[config.mk]
export PLATFORM = sky130hd
export DESIGN_NAME = bp2_csr
export DESIGN_NICKNAME = d
export VERILOG_FILES = /design/src/rtl/bp2_pkg.sv /design/src/rtl/bp2_csr.sv
export SDC_FILE = /design/constraint.sdc
export NUM_CORES = 1
export LEC_CHECK = 0
export BUFFER_PORTS_ARGS = -buffer_cell sky130_fd_sc_hd__buf_2
export CORE_MARGIN = 8
export CORE_UTILIZATION = 35
export CTS_CLUSTER_SIZE = 30
export DETAILED_ROUTE_END_ITERATION = 6
export PLACE_DENSITY = 0.84
export SYNTH_ARGS = -nofsm -noshare
export SYNTH_HDL_FRONTEND = slang
export SYNTH_SLANG_ARGS = --single-unit
[constraint.sdc]
create_clock -name clock -period 1.49 [get_ports clock]
set_clock_uncertainty 0.15 [all_clocks]
set_input_delay 0 -clock clock [delete_from_list [all_inputs] [get_ports clock]]
set_output_delay 0 -clock clock [all_outputs]
set_load 0.03 [all_outputs]
[src/rtl/bp2_pkg.sv]
// Shared constants, types and register codes for the two-level branch predictor.
package bp2_pkg;

   localparam int HIST_BITS     = 12;
   localparam int ADDR_SEL_BITS = 8;
   localparam int HIST_SET_BITS = 4;
   localparam int PAT_SET_BITS  = 4;

   localparam int HT_LOG   = (ADDR_SEL_BITS > HIST_SET_BITS) ? ADDR_SEL_BITS : HIST_SET_BITS;
   localparam int PSEL_LOG = (ADDR_SEL_BITS > PAT_SET_BITS) ? ADDR_SEL_BITS : PAT_SET_BITS;
   localparam int HT_DEPTH = 1 << HT_LOG;
   localparam int PT_AW    = PSEL_LOG + HIST_BITS;
   localparam int PT_DEPTH = 1 << PT_AW;

   localparam int CTR_BITS = 2;
   localparam logic [CTR_BITS-1:0] CTR_MAX   = CTR_BITS'(3);
   localparam logic [CTR_BITS-1:0] CTR_MIN   = '0;
   localparam logic [CTR_BITS-1:0] CTR_TAKEN = CTR_BITS'(2);

   localparam int PC_BITS  = 64;
   localparam int CSR_AW   = 4;
   localparam int CSR_DW   = 32;

   localparam logic [1:0] CSR_HIST_MODE = 2'd0;
   localparam logic [1:0] CSR_PAT_MODE  = 2'd1;
   localparam logic [1:0] CSR_SET_LSB   = 2'd2;

   localparam logic [1:0] HMODE_GLOBAL = 2'd0;
   localparam logic [1:0] HMODE_ADDR   = 2'd1;
   localparam logic [1:0] PMODE_GLOBAL = 2'd0;
   localparam logic [1:0] PMODE_SET    = 2'd1;

   localparam logic [1:0] HMODE_RESET   = 2'd2;
   localparam logic [1:0] PMODE_RESET   = 2'd2;
   localparam logic [5:0] SET_LSB_RESET = 6'd28;

   localparam logic ACT_PREDICT = 1'b0;
   localparam logic ACT_UPDATE  = 1'b1;

   typedef struct packed {
      logic [1:0] hist_mode;
      logic [1:0] pat_mode;
      logic [5:0] set_lsb;
   } bp2_cfg_type;

   typedef struct packed {
      logic load;
      logic clr;
      logic pat_rd;
      logic commit;
      logic respond;
   } bp2_cmd_type;

   typedef struct packed {
      logic clr_last;
      logic is_update;
      logic rsp_free;
   } bp2_status_type;

endpackage

[src/rtl/bp2_csr.sv]
// Configuration registers behind the APB-style port.
module bp2_csr (
   input  logic                         clock,
   input  logic                         reset,
   input  logic                         psel,
   input  logic                         penable,
   input  logic                         pwrite,
   input  logic [bp2_pkg::CSR_AW-1:0]   paddr,
   input  logic [bp2_pkg::CSR_DW-1:0]   pwdata,
   output logic [bp2_pkg::CSR_DW-1:0]   prdata,
   output bp2_pkg::bp2_cfg_type         cfg
);

   bp2_pkg::bp2_cfg_type cfg_ff;
   bp2_pkg::bp2_cfg_type cfg_in;
   logic                 wr_beat;
   logic [1:0]           reg_idx;

   assign wr_beat = psel & penable & pwrite;
   assign reg_idx = paddr[3:2];

   always_comb begin
      cfg_in = cfg_ff;
      if (wr_beat) begin
         unique case (reg_idx)
            bp2_pkg::CSR_HIST_MODE: cfg_in.hist_mode = pwdata[1:0];
            bp2_pkg::CSR_PAT_MODE:  cfg_in.pat_mode  = pwdata[1:0];
            bp2_pkg::CSR_SET_LSB:   cfg_in.set_lsb   = pwdata[5:0];
            default:                cfg_in = cfg_ff;
         endcase
      end
   end

   always_ff @(posedge clock) begin
      if (reset) begin
         cfg_ff.hist_mode <= bp2_pkg::HMODE_RESET;
         cfg_ff.pat_mode  <= bp2_pkg::PMODE_RESET;
         cfg_ff.set_lsb   <= bp2_pkg::SET_LSB_RESET;
      end else begin
         cfg_ff <= cfg_in;
      end
   end

   always_comb begin
      unique case (reg_idx)
         bp2_pkg::CSR_HIST_MODE: prdata = bp2_pkg::CSR_DW'(cfg_ff.hist_mode);
         bp2_pkg::CSR_PAT_MODE:  prdata = bp2_pkg::CSR_DW'(cfg_ff.pat_mode);
         bp2_pkg::CSR_SET_LSB:   prdata = bp2_pkg::CSR_DW'(cfg_ff.set_lsb);
         default:                prdata = '0;
      endcase
   end

   assign cfg = cfg_ff;

endmodule

* Word-level counts from Yosys, hierarchy flattened *
Cells that the tools add are included.

storage, ports and cells
  output and inout bits = 42
  ROM bits = 0
  RAM bits = 0
  flip-flop bits (word level) = 10
  word-level logic and storage cells = 12
  bits of input ports = 41
  latch bits = 0
  memories = 0

cells by class
  $lt $le $gt $ge = 0
  mux-type cells = 1
  reductions and logical operators = 4
  bitwise logic cells = 2
  div/mod/pow operators = 0
  shifts and indexed selects = 0
  $mul = 0
  add/sub/neg operators = 0
  equality and inequality tests = 2

operators with widths
  cell                number
  $pmux 6 s3          1
  $reduce_and 2->1    3
  $and 1x1->1         2
  $eq 2x1->1 const B  1
  $eq 2x2->1 const B  1
  $logic_not 2->1     1

* Longest topological paths before layout *
  word-level depth = 3
  depth in mapped cells = 3
  gate-level depth less buffers = 3

* Worst setup path before layout *
No wires, ideal clock.

  path type = register -> output
  from = register cfg_ff, in the netlist cfg[0]
  to = output port prdata[0] (netlist bit)
  required time = 1.340 ns
  cell stages (with the launch flop) = 3
  buffers on the path = 0
  arrival = 1.312 ns
  path slack = 0.028 ns
  cell sequence = dfxtp_1 > mux2i_1 > o21ai_0

between the ends
  longest elaborated chain between the ends = 1

ends and longest elaborated chain
  element                 line           text
  start, declared         bp2_csr.sv:14  bp2_pkg::bp2_cfg_type cfg_ff;
  start signal, assigned  bp2_csr.sv:40  cfg_ff <= cfg_in;
  $pmux 6 s3              bp2_csr.sv:45  unique case (reg_idx)
  end, declared           bp2_csr.sv:10  output logic [bp2_pkg::CSR_DW-1:0] prdata,

Every way passes these cells.

==> summary.txt <==
Cells and area
  – Share of layout cells above drive strength 1: 0.279
  – Fin cells: 149
  – Area delta synth->final: 29.7%
  – Max FFs per register: 10
  – # nets final: 165
  – Final core occ: 0.475
  – Ant diodes: 0

Global routing
  – Met3 GRT Util: 0.0360
  – Vias in the first global route: roughly 640
  – Gr usage total: 0.0916
  – First-pass GRT wire length: 2660 um
  – Initial antenna violation count: 0
  – Grt met1 use: 0.0908
  – GR peak layer: met2
  – Total gr overflow: 0
  – Met2 Track Usage GR: 0.173
  – Largest net degree at the start of global routing: 18

Place
  – Placed cells: 134
  – Placer Congestion: 0.641
  – HPWL Detailed: 1370 um
  – Port Buffer Count: 28

Worst setup path
  – Worst Setup SP: pwdata[4]
  – CP Class: input pin to flop
  – R2R Path Start: cfg[4]
  – Largest fanout on the critical path: 1
  – CP Data Arrival Time: ~1.4 ns
  – WP data required: ~1.5 ns
  – Crit path capture type: flop
  – Worst Setup Start Kind: input pin

Timing
  – RSZ-0062 raised after global routing: false
  – Hold Vio Cnt, Final: 0
  – Setup tns final: 0 ns
  – Final worst path period share: 0.952
  – Max Fclk: a little over 700 MHz
  – Slew Limit Fails: 0
  – Tmin final: ~1.4 ns
  – Final Setup Violations: 0

Drt
  – Final wirelength: 1680 um
  – DRC Markers: 0
  – Initial DRC Count: 2
  – Antenna Nets Post-Route: 0
  – Vias per std cell: 3.91
  – Vias after detailed routing: just under 600
  – DR WL/cell: 11.3 um
  – Detailed Routing Iterations Pass 1: 2

Outcome
  – Status: finished clean

Power and ir drop
  – Pwr Density: 712 nW/um^2
  – Pleak: 0.450 nW
  – Worst IR Drop VDD: 0.456 mV

Clock network
  – CTS H-Tree Depth: 1
  – Clk Latency, worst-skew pair: ~0.25 ns
  – Clock sink count: 10
  – CTS root buffer: clkbuf_4
  – CTS Buffer Depth: 2
  – CTS tree: built
  – Worst-path clk slew: 0.06 ns
  – CTS Buf Count: 3

Yosys
  – Post-Syn Instances: 81
  – Post-synthesis average cell area: 8.68 um^2
  – Post-synth cell types: 16
  – Seq cells post-synth: 10
  – Seq/Total Area, Yosys: 0.285
  – Synth warn: 0
  – Post-Synthesis Cell Area: 703 um^2

Die
  – Chip Width: 60.8 um
  – # rows: 16
  – Number of I/O pins: 83
  – Die height: roughly 60 um
  – Core footprint: between 1500 and 2000 um^2
  – Starting Density: 0.366
  – Die area: 3700 um^2

Run
  – Max_cap viols: 0

Hold path
  – Hold Path Origin: reset
  – HP Class: input pin to flop
## worst max-delay path, cell delays in order
cell and delay, ns:
dlygate4sd3_1 0.53, buf_2 0.12, nor2_1 0.11, mux2i_1 0.08
dlygate4sd3_1 0.57
## cell families (layout without fill, tap and decap cells)
logic type | count (synthesis) | in the layout | share of synthesized area
flip-flops | 10 | 10 | 0.285
AO/OA/AOI/OAI | 2 | 2 | 0.0142
buffers and inverters | 27 | 43 | 0.283
multiplexers | 12 | 12 | 0.171
AND/OR/NAND/NOR | 29 | 29 | 0.242
other | 1 | 26 | 0.00533
## cell usage after synthesis
cell      count  area share
nor2_1        9       0.048
clkbuf_1      1      0.0053
nand2b_1      8       0.071
mux2i_1      12        0.17
nand2_1       2       0.011
conb_1        1      0.0053
nor2b_1       1      0.0089
nor3_1        1      0.0071
and2_1        4       0.036
buf_4        26        0.28
dfxtp_1      10        0.28
and2b_1       1       0.011
nand4_1       1      0.0089
o21ai_0       2       0.014
nor3b_4       1       0.027
nand3_2       1       0.014
## cells in the final DEF, fill, tap and decap left out
cell           instances
and2_1                 4
conb_1                26
buf_4                  1
dfxtp_1               10
clkbuf_4               3
nand2_1                2
nor2b_1                1
mux2i_1               12
and2b_1                1
nand2b_1               8
nor3_1                 1
nand4_1                1
nor3b_4                1
buf_2                 28
nor2_1                 9
o21ai_0                2
nand3_2                1
dlygate4sd3_1         11
## path summary, 6_finish.rpt
check | end | slack (ns) | cells after the start
min reg2reg | cfg[5] | 0.33 | 2
max | cfg[4] | 0.07 | 5
max reg2reg | cfg[4] | 0.17 | 3
min | cfg[7] | 0.004 | 3
## stage by stage
| stage | cell area, um^2 | hold slack (ns) | power (mW) | setup slack (ns) |
|---|---|---|---|---|
| 3_5_place_dp | 772 | 0.120 | 0.456 | 0.366 |
| 6_report | 912 | 0.00407 | 0.650 | 0.0716 |
| 3_3_place_gp | 772 | 0.109 | 0.453 | 0.403 |
| 2_1_floorplan | 797 | 0.00469 | 0.470 | 0.0282 |
| 5_1_grt | 912 | 0.0266 | 0.684 | 0.0173 |
| 4_1_cts | 895 | -0.0110 | 0.650 | 0.0189 |
## report_power, final
group,total [mW],switching (mW),leakage (nW),internal (mW)
registers,0.273,0.00244,0.0809,0.271
logic,0.201,0.147,0.355,0.0540
clock network,0.175,0.0825,0.0138,0.0928
total,0.650,0.232,0.450,0.418
## routing by layer
| layer | vias up | routed length (um) | share of wire |
|---|---|---|---|
| met4 | 0 | 0 | 0 |
| met1 | 253 | 589 | 0.35 |
| met3 | 0 | 256 | 0.15 |
| met2 | 34 | 834 | 0.50 |
| met5 | - | 0 | 0 |
| li1 | 295 | - | - |
## layout make-up
cell class                      instances  area (um^2)
Clock buffer                            3         22.5
Multi-Input combinational cell         69          398
Fill cell                             210         1010
Sequential cell                        10          200
Tap cell                               27         33.8
Timing Repair Buffer                   40          258
## what timing repair did
action | CTS | global route
hold buffers | 10 | 2
buffers inserted | 0 | 1
gates resized for setup | 0 | 0
endpoints found under the hold margin | 10 | 1
setup endpoints to repair | 0 | 1
Note: power is estimated with default switching activity, not from simulation.
