File: src/rtl/bp2_pkg.sv
// Shared constants, types and register codes for the two-level branch predictor.
package bp2_pkg;

   localparam int HIST_BITS     = 12;
   localparam int ADDR_SEL_BITS = 8;
   localparam int HIST_SET_BITS = 4;
   localparam int PAT_SET_BITS  = 4;

   localparam int HT_LOG   = (ADDR_SEL_BITS > HIST_SET_BITS) ? ADDR_SEL_BITS : HIST_SET_BITS;
   localparam int PSEL_LOG = (ADDR_SEL_BITS > PAT_SET_BITS) ? ADDR_SEL_BITS : PAT_SET_BITS;
   localparam int HT_DEPTH = 1 << HT_LOG;
   localparam int PT_AW    = PSEL_LOG + HIST_BITS;
   localparam int PT_DEPTH = 1 << PT_AW;

   localparam int CTR_BITS = 2;
   localparam logic [CTR_BITS-1:0] CTR_MAX   = CTR_BITS'(3);
   localparam logic [CTR_BITS-1:0] CTR_MIN   = '0;
   localparam logic [CTR_BITS-1:0] CTR_TAKEN = CTR_BITS'(2);

   localparam int PC_BITS  = 64;
   localparam int CSR_AW   = 4;
   localparam int CSR_DW   = 32;

   localparam logic [1:0] CSR_HIST_MODE = 2'd0;
   localparam logic [1:0] CSR_PAT_MODE  = 2'd1;
   localparam logic [1:0] CSR_SET_LSB   = 2'd2;

   localparam logic [1:0] HMODE_GLOBAL = 2'd0;
   localparam logic [1:0] HMODE_ADDR   = 2'd1;
   localparam logic [1:0] PMODE_GLOBAL = 2'd0;
   localparam logic [1:0] PMODE_SET    = 2'd1;

   localparam logic [1:0] HMODE_RESET   = 2'd2;
   localparam logic [1:0] PMODE_RESET   = 2'd2;
   localparam logic [5:0] SET_LSB_RESET = 6'd28;

   localparam logic ACT_PREDICT = 1'b0;
   localparam logic ACT_UPDATE  = 1'b1;

   typedef struct packed {
      logic [1:0] hist_mode;
      logic [1:0] pat_mode;
      logic [5:0] set_lsb;
   } bp2_cfg_type;

   typedef struct packed {
      logic load;
      logic clr;
      logic pat_rd;
      logic commit;
      logic respond;
   } bp2_cmd_type;

   typedef struct packed {
      logic clr_last;
      logic is_update;
      logic rsp_free;
   } bp2_status_type;

endpackage

File: src/rtl/bp2_ctrl.sv
// Sequencer: table clear after reset, then history read, counter read, and commit (update) or respond (predict).
module bp2_ctrl (
   input  logic                    clock,
   input  logic                    reset,
   input  logic                    req_valid,
   output logic                    req_ready,
   input  bp2_pkg::bp2_status_type status,
   output bp2_pkg::bp2_cmd_type    cmd
);

   localparam logic [1:0] S_CLEAR = 2'd0;
   localparam logic [1:0] S_IDLE  = 2'd1;
   localparam logic [1:0] S_PAT   = 2'd2;
   localparam logic [1:0] S_DONE  = 2'd3;

   logic [1:0] state_ff;
   logic [1:0] state_in;

   always_comb begin
      cmd         = '0;
      state_in    = state_ff;
      req_ready   = 1'b0;
      unique case (state_ff)
         S_CLEAR: begin
            cmd.clr = 1'b1;
            if (status.clr_last) begin
               state_in = S_IDLE;
            end
         end
         S_IDLE: begin
            req_ready = 1'b1;
            if (req_valid) begin
               cmd.load = 1'b1;
               state_in = S_PAT;
            end
         end
         S_PAT: begin
            cmd.pat_rd = 1'b1;
            state_in   = S_DONE;
         end
         S_DONE: begin
            if (status.is_update) begin
               cmd.commit = 1'b1;
               state_in   = S_IDLE;
            end else if (status.rsp_free) begin
               cmd.respond = 1'b1;
               state_in    = S_IDLE;
            end
         end
      endcase
   end

   always_ff @(posedge clock) begin
      if (reset) begin
         state_ff <= S_CLEAR;
      end else begin
         state_ff <= state_in;
      end
   end

endmodule

File: config.mk
export PLATFORM = sky130hd
export DESIGN_NAME = bp2_ctrl
export DESIGN_NICKNAME = d
export VERILOG_FILES = /design/src/rtl/bp2_pkg.sv /design/src/rtl/bp2_ctrl.sv
export SDC_FILE = /design/constraint.sdc
export NUM_CORES = 1
export LEC_CHECK = 0
export ABC_AREA = 1
export BUFFER_PORTS_ARGS = -buffer_cell sky130_fd_sc_hd__buf_2
export CORE_AREA = 2 2 39 41
export CTS_BUF_LIST = sky130_fd_sc_hd__clkbuf_4 sky130_fd_sc_hd__clkbuf_8
export CTS_CLUSTER_SIZE = 20
export DETAILED_ROUTE_END_ITERATION = 16
export DIE_AREA = 0 0 41 43
export GPL_TIMING_DRIVEN = 0
export MAX_ROUTING_LAYER = met4
export PLACE_DENSITY = 0.43
export SLEW_MARGIN = 0
export SYNTH_ARGS = -nofsm -noshare
export SYNTH_HDL_FRONTEND = slang
export SYNTH_SLANG_ARGS = --single-unit
File: constraint.sdc
create_clock -name clock -period 1.29 [get_ports clock]
set_clock_uncertainty 0.05 [all_clocks]
set_input_delay 0.1935 -clock clock [delete_from_list [all_inputs] [get_ports clock]]
set_output_delay 0.1935 -clock clock [all_outputs]
set_load 0.01 [all_outputs]
======== After elaboration in Yosys (flattened, before gate mapping) ========
Cells that the tools add are included.
word-level totals
  register bits ........................... 2
  word-level logic and storage cells ...... 23
  bits of input ports ..................... 6
  output and inout port bits .............. 6
operators by class
  muxes and demuxes ....................... 14
  reduce and logical (&&, ||, !) cells .... 2
  equality and inequality tests ........... 6
operator list
  cell                                            count
  2-to-1 mux 2 bit                                5
  2-to-1 mux 1 bit                                8
  case mux 2 bit (4 select lines)                 1
  == test 2 bit (second input constant)           2
  inequality test 2 bit (second input constant)   2
  inequality test 3 bit (second input constant)   1
  AND reduction 3 bit                             1
  == test 2 x 1 -> 1 bit (second input constant)  1
  zero test 2 bit                                 1

======== Logic depth before layout (Yosys ltp) ========
  depth after elaboration ................. 3
  depth in mapped cells ................... 7
  depth with buffers taken out ............ 7

======== Least setup slack after synthesis ========
Ideal clock, no wire load.
  kind .................................... register -> register
  from .................................... reg state_ff[0]
  to ...................................... reg state_ff[0]
  buffers on the path ..................... 0
  setup time .............................. 0.064 ns
  path slack .............................. 0.114 ns
  data arrival time ....................... 1.062 ns
  clock period less this slack ............ 1.176 ns
  cell stages (with the launch flop) ...... 8
  required time ........................... 1.176 ns
  path through ............................ dfxtp_1 -> inv_1 -> ha_1 -> nand2_2 -> nand2_2 -> nor2_2 -> nor2_1 -> nor2_1
on the way
  cells in the longest elaborated chain, start to end .. 3
  elaborated cells on any way between the ends .. 9
  classes of those cells .................. eq/ne: 6; mux: 1; reduce/logical: 2
ends and longest elaborated chain
  what                                                                                    line            RTL
  from (decl)                                                                             bp2_ctrl.sv:16  logic [1:0] state_ff;
  from (signal assigned)                                                                  bp2_ctrl.sv:57  state_ff <= state_in;
  == test 2 bit, or another cell as far along                                             bp2_ctrl.sv:23  unique case (state_ff)
  inequality test 3 bit (no source line) / inequality test 2 bit (equally long branches)  -
  AND reduction 3 bit (no source line)                                                    -
Several ways; a longest one is shown, not always the timed one.
A chain may end at the register's enable or synchronous reset.

==> flow_metrics.env <==
export IMPL_finalSetupViolCount=0
export IMPL_antenna_left=0
export IMPL_critPathMaxFanout=4
export IMPL_outcome="finished, final reports clean"
export IMPL_place_area_um2=297
export IMPL_synth_avg_cell_area_um2=6.51
export IMPL_via_count=227
export IMPL_syn_nets=45
export IMPL_drive_gt1_frac=0.592
export IMPL_cts_hold_buf=0
export IMPL_fillers=153
export IMPL_first_iter_violations=2
export IMPL_hold_viol=0
export IMPL_place_inst=61
export IMPL_initial_core_util=0.160
export IMPL_r2r_slack_ns=0.16
export IMPL_slew_headroom=0.920
export IMPL_power_leakage_nw=0.215
export IMPL_clk_path_buf_depth=2
export IMPL_cts_root_buf="clkbuf_4"
export IMPL_ys_warn_count=0
export IMPL_largestRegisters="state_ff x2"
export IMPL_io_buffers=11
export IMPL_pin_count=12
export IMPL_vias_per_cell=3.49
export IMPL_hpwl_um=332
export IMPL_hold_path_class="primary input to register"
export IMPL_ys_seq_elements=2
export IMPL_synth_cell_area_um2=221
export IMPL_crit_type="register to output port"
export IMPL_crit_arrival_ns=1.00
export IMPL_multi_input_area_um2=178
export IMPL_vdd_drop_max_v=0.000940
export IMPL_largest_reg_flops=2
export IMPL_p_per_area_nw_per_um2=1860
export IMPL_min_period_over_period=0.966
export IMPL_required_ns=1.05
export IMPL_min_period_ns=1.25
export IMPL_cap_violations=0
export IMPL_wl_um=429
export IMPL_nets=62
export IMPL_clkTransAtPathRegs_ns=0.03
export IMPL_instances_no_fill=65
export IMPL_dp_slack_ns=0.0468
export IMPL_final_cell_mix="11 x buf_2, 6 x nor2_1, 6 x inv_1"
export IMPL_clkPwrFrac=0.195
export IMPL_grt_pass1_wl_um=614
export IMPL_antenna_found_initial=0
export IMPL_clock_sinks=2
export IMPL_antenna_diode_count=0
export IMPL_grt_pass1_vias=166
export IMPL_dieArea_um2=1760
export IMPL_clk_insertion_delay_late_ns=0.22
export IMPL_layout_commonest_cell="buf_2"
export IMPL_cts_tree="done"
export IMPL_synth_cell_types=9
export IMPL_htree_levels=1
export IMPL_final_util=0.265
export IMPL_grt_max_degree=6
export IMPL_netSwitchingPower_w=0.000295
export IMPL_grt_overflow=0
export IMPL_critPathLaunchType="register"
export IMPL_slew_viol_final=0
export IMPL_p_seq_frac=0.251
export IMPL_p_sw_frac=0.433
export IMPL_synthToLayoutAreaGrowth_pct=65.5
export IMPL_layout_setup_ws_ns=0.0437
export IMPL_cts_buffers=3
export IMPL_num_rows=14
export IMPL_track_usage=0.0574
export IMPL_worstMarginPinSlew_ns=0.120
export IMPL_seqCellArea_um2=47.5
export IMPL_worst_setup_path_end_kind="output port"
export IMPL_fmax_mhz=802
export IMPL_drt_wirelength_per_cell_um=6.60
export IMPL_synth_seq_area_share=0.181
export IMPL_top_register="state_ff"
export IMPL_combPwrFrac=0.553
export IMPL_power_total_w=0.000682
export IMPL_p_int_w=0.000387
export IMPL_dieHeight_um=43
export IMPL_drcViolationCount=0
export IMPL_rsz0062_at_grt="yes"
export IMPL_fin_area_um2=367
export IMPL_core_area_um2=1380
export IMPL_drtPass1Iterations=2
export IMPL_routabilityCongestion=0.714
export IMPL_synth_cells=34
export IMPL_dieWidth_um=41
-- logic make-up (layout without fill, tap and decap cells) --
group | count (synthesis) | after routing | share of synthesized area
adders and majority gates | 5 | 5 | 0.282
DFF | 2 | 2 | 0.181
and+or+nand+nor | 18 | 18 | 0.384
buffers and inverters | 9 | 24 | 0.153
-- cells in the mapped netlist --
cell type / number / share of area
dfxtp_1: 2 / 0.18
ha_1: 5 / 0.28
inv_1: 8 / 0.14
inv_2: 1 / 0.017
nand2_1: 5 / 0.085
nand2_2: 4 / 0.11
nand4_1: 2 / 0.056
nor2_1: 6 / 0.10
nor2_2: 1 / 0.028
-- final cells by class --
cell class | count | area share
clock buffer | 3 | 0.0614
multi-input combinational | 23 | 0.485
inverter | 9 | 0.0990
timing repair buffer | 12 | 0.171
tap | 16 | 0.0546
sequential | 2 | 0.130
-- repair_timing --
| item | 4_1_cts | 5_1_grt |
|---|---|---|
| resized for setup | 5 | 8 |
| pin swaps | 0 | 1 |
| buffers inserted | 0 | 1 |
| setup endpoints to repair | 6 | 5 |
-- metal layers --
| metal | global-route usage | up-vias | routed length [um] |
|---|---|---|---|
| li1 | - | 131 | - |
| met1 | 0.0764 | 88 | 225 |
| met2 | 0.0531 | 8 | 163 |
| met3 | 0.0628 | 0 | 40 |
| met4 | 0.0200 | 0 | 0 |
| met5 | - | - | 0 |
-- worst max-delay path, cell delays in order (launching register included) --
cell and delay, ns:
dfxtp_4 0.37, inv_4 0.05, ha_4 0.16, nand2_2 0.04
inv_1 0.03, buf_2 0.12
-- final timing paths --
path / from / endpoint / depth (start not counted)
setup / recovery: state_ff[1]$_SDFFE_PP0P_ / cmd[4] / 5
hold / removal: reset / state_ff[0]$_SDFFE_PP0P_ / 4
setup reg to reg: state_ff[0]$_SDFFE_PP0P_ / state_ff[1]$_SDFFE_PP0P_ / 7
hold reg to reg: state_ff[1]$_SDFFE_PP0P_ / state_ff[1]$_SDFFE_PP0P_ / 2
-- power by group through the flow --
stage / combinational (W) / clock, W / sequential, W
2_1_floorplan: 0.000252 / 0 / 0.000117
3_3_place_gp: 0.000334 / 0 / 0.000128
3_5_place_dp: 0.000335 / 0 / 0.000128
4_1_cts: 0.000341 / 0.000143 / 0.000138
5_1_grt: 0.000435 / 0.000155 / 0.000180
6_report: 0.000378 / 0.000133 / 0.000172
-- through the flow --
stage | TNS, ns | hold slack (ns)
floorplan | 0 | 0.300
global placement | 0 | 0.402
detailed placement | 0 | 0.403
CTS | -0.0124 | 0.159
global route | -0.0245 | 0.188
finish | 0 | 0.162
No activity file was read; power rests on OpenSTA's default activity.
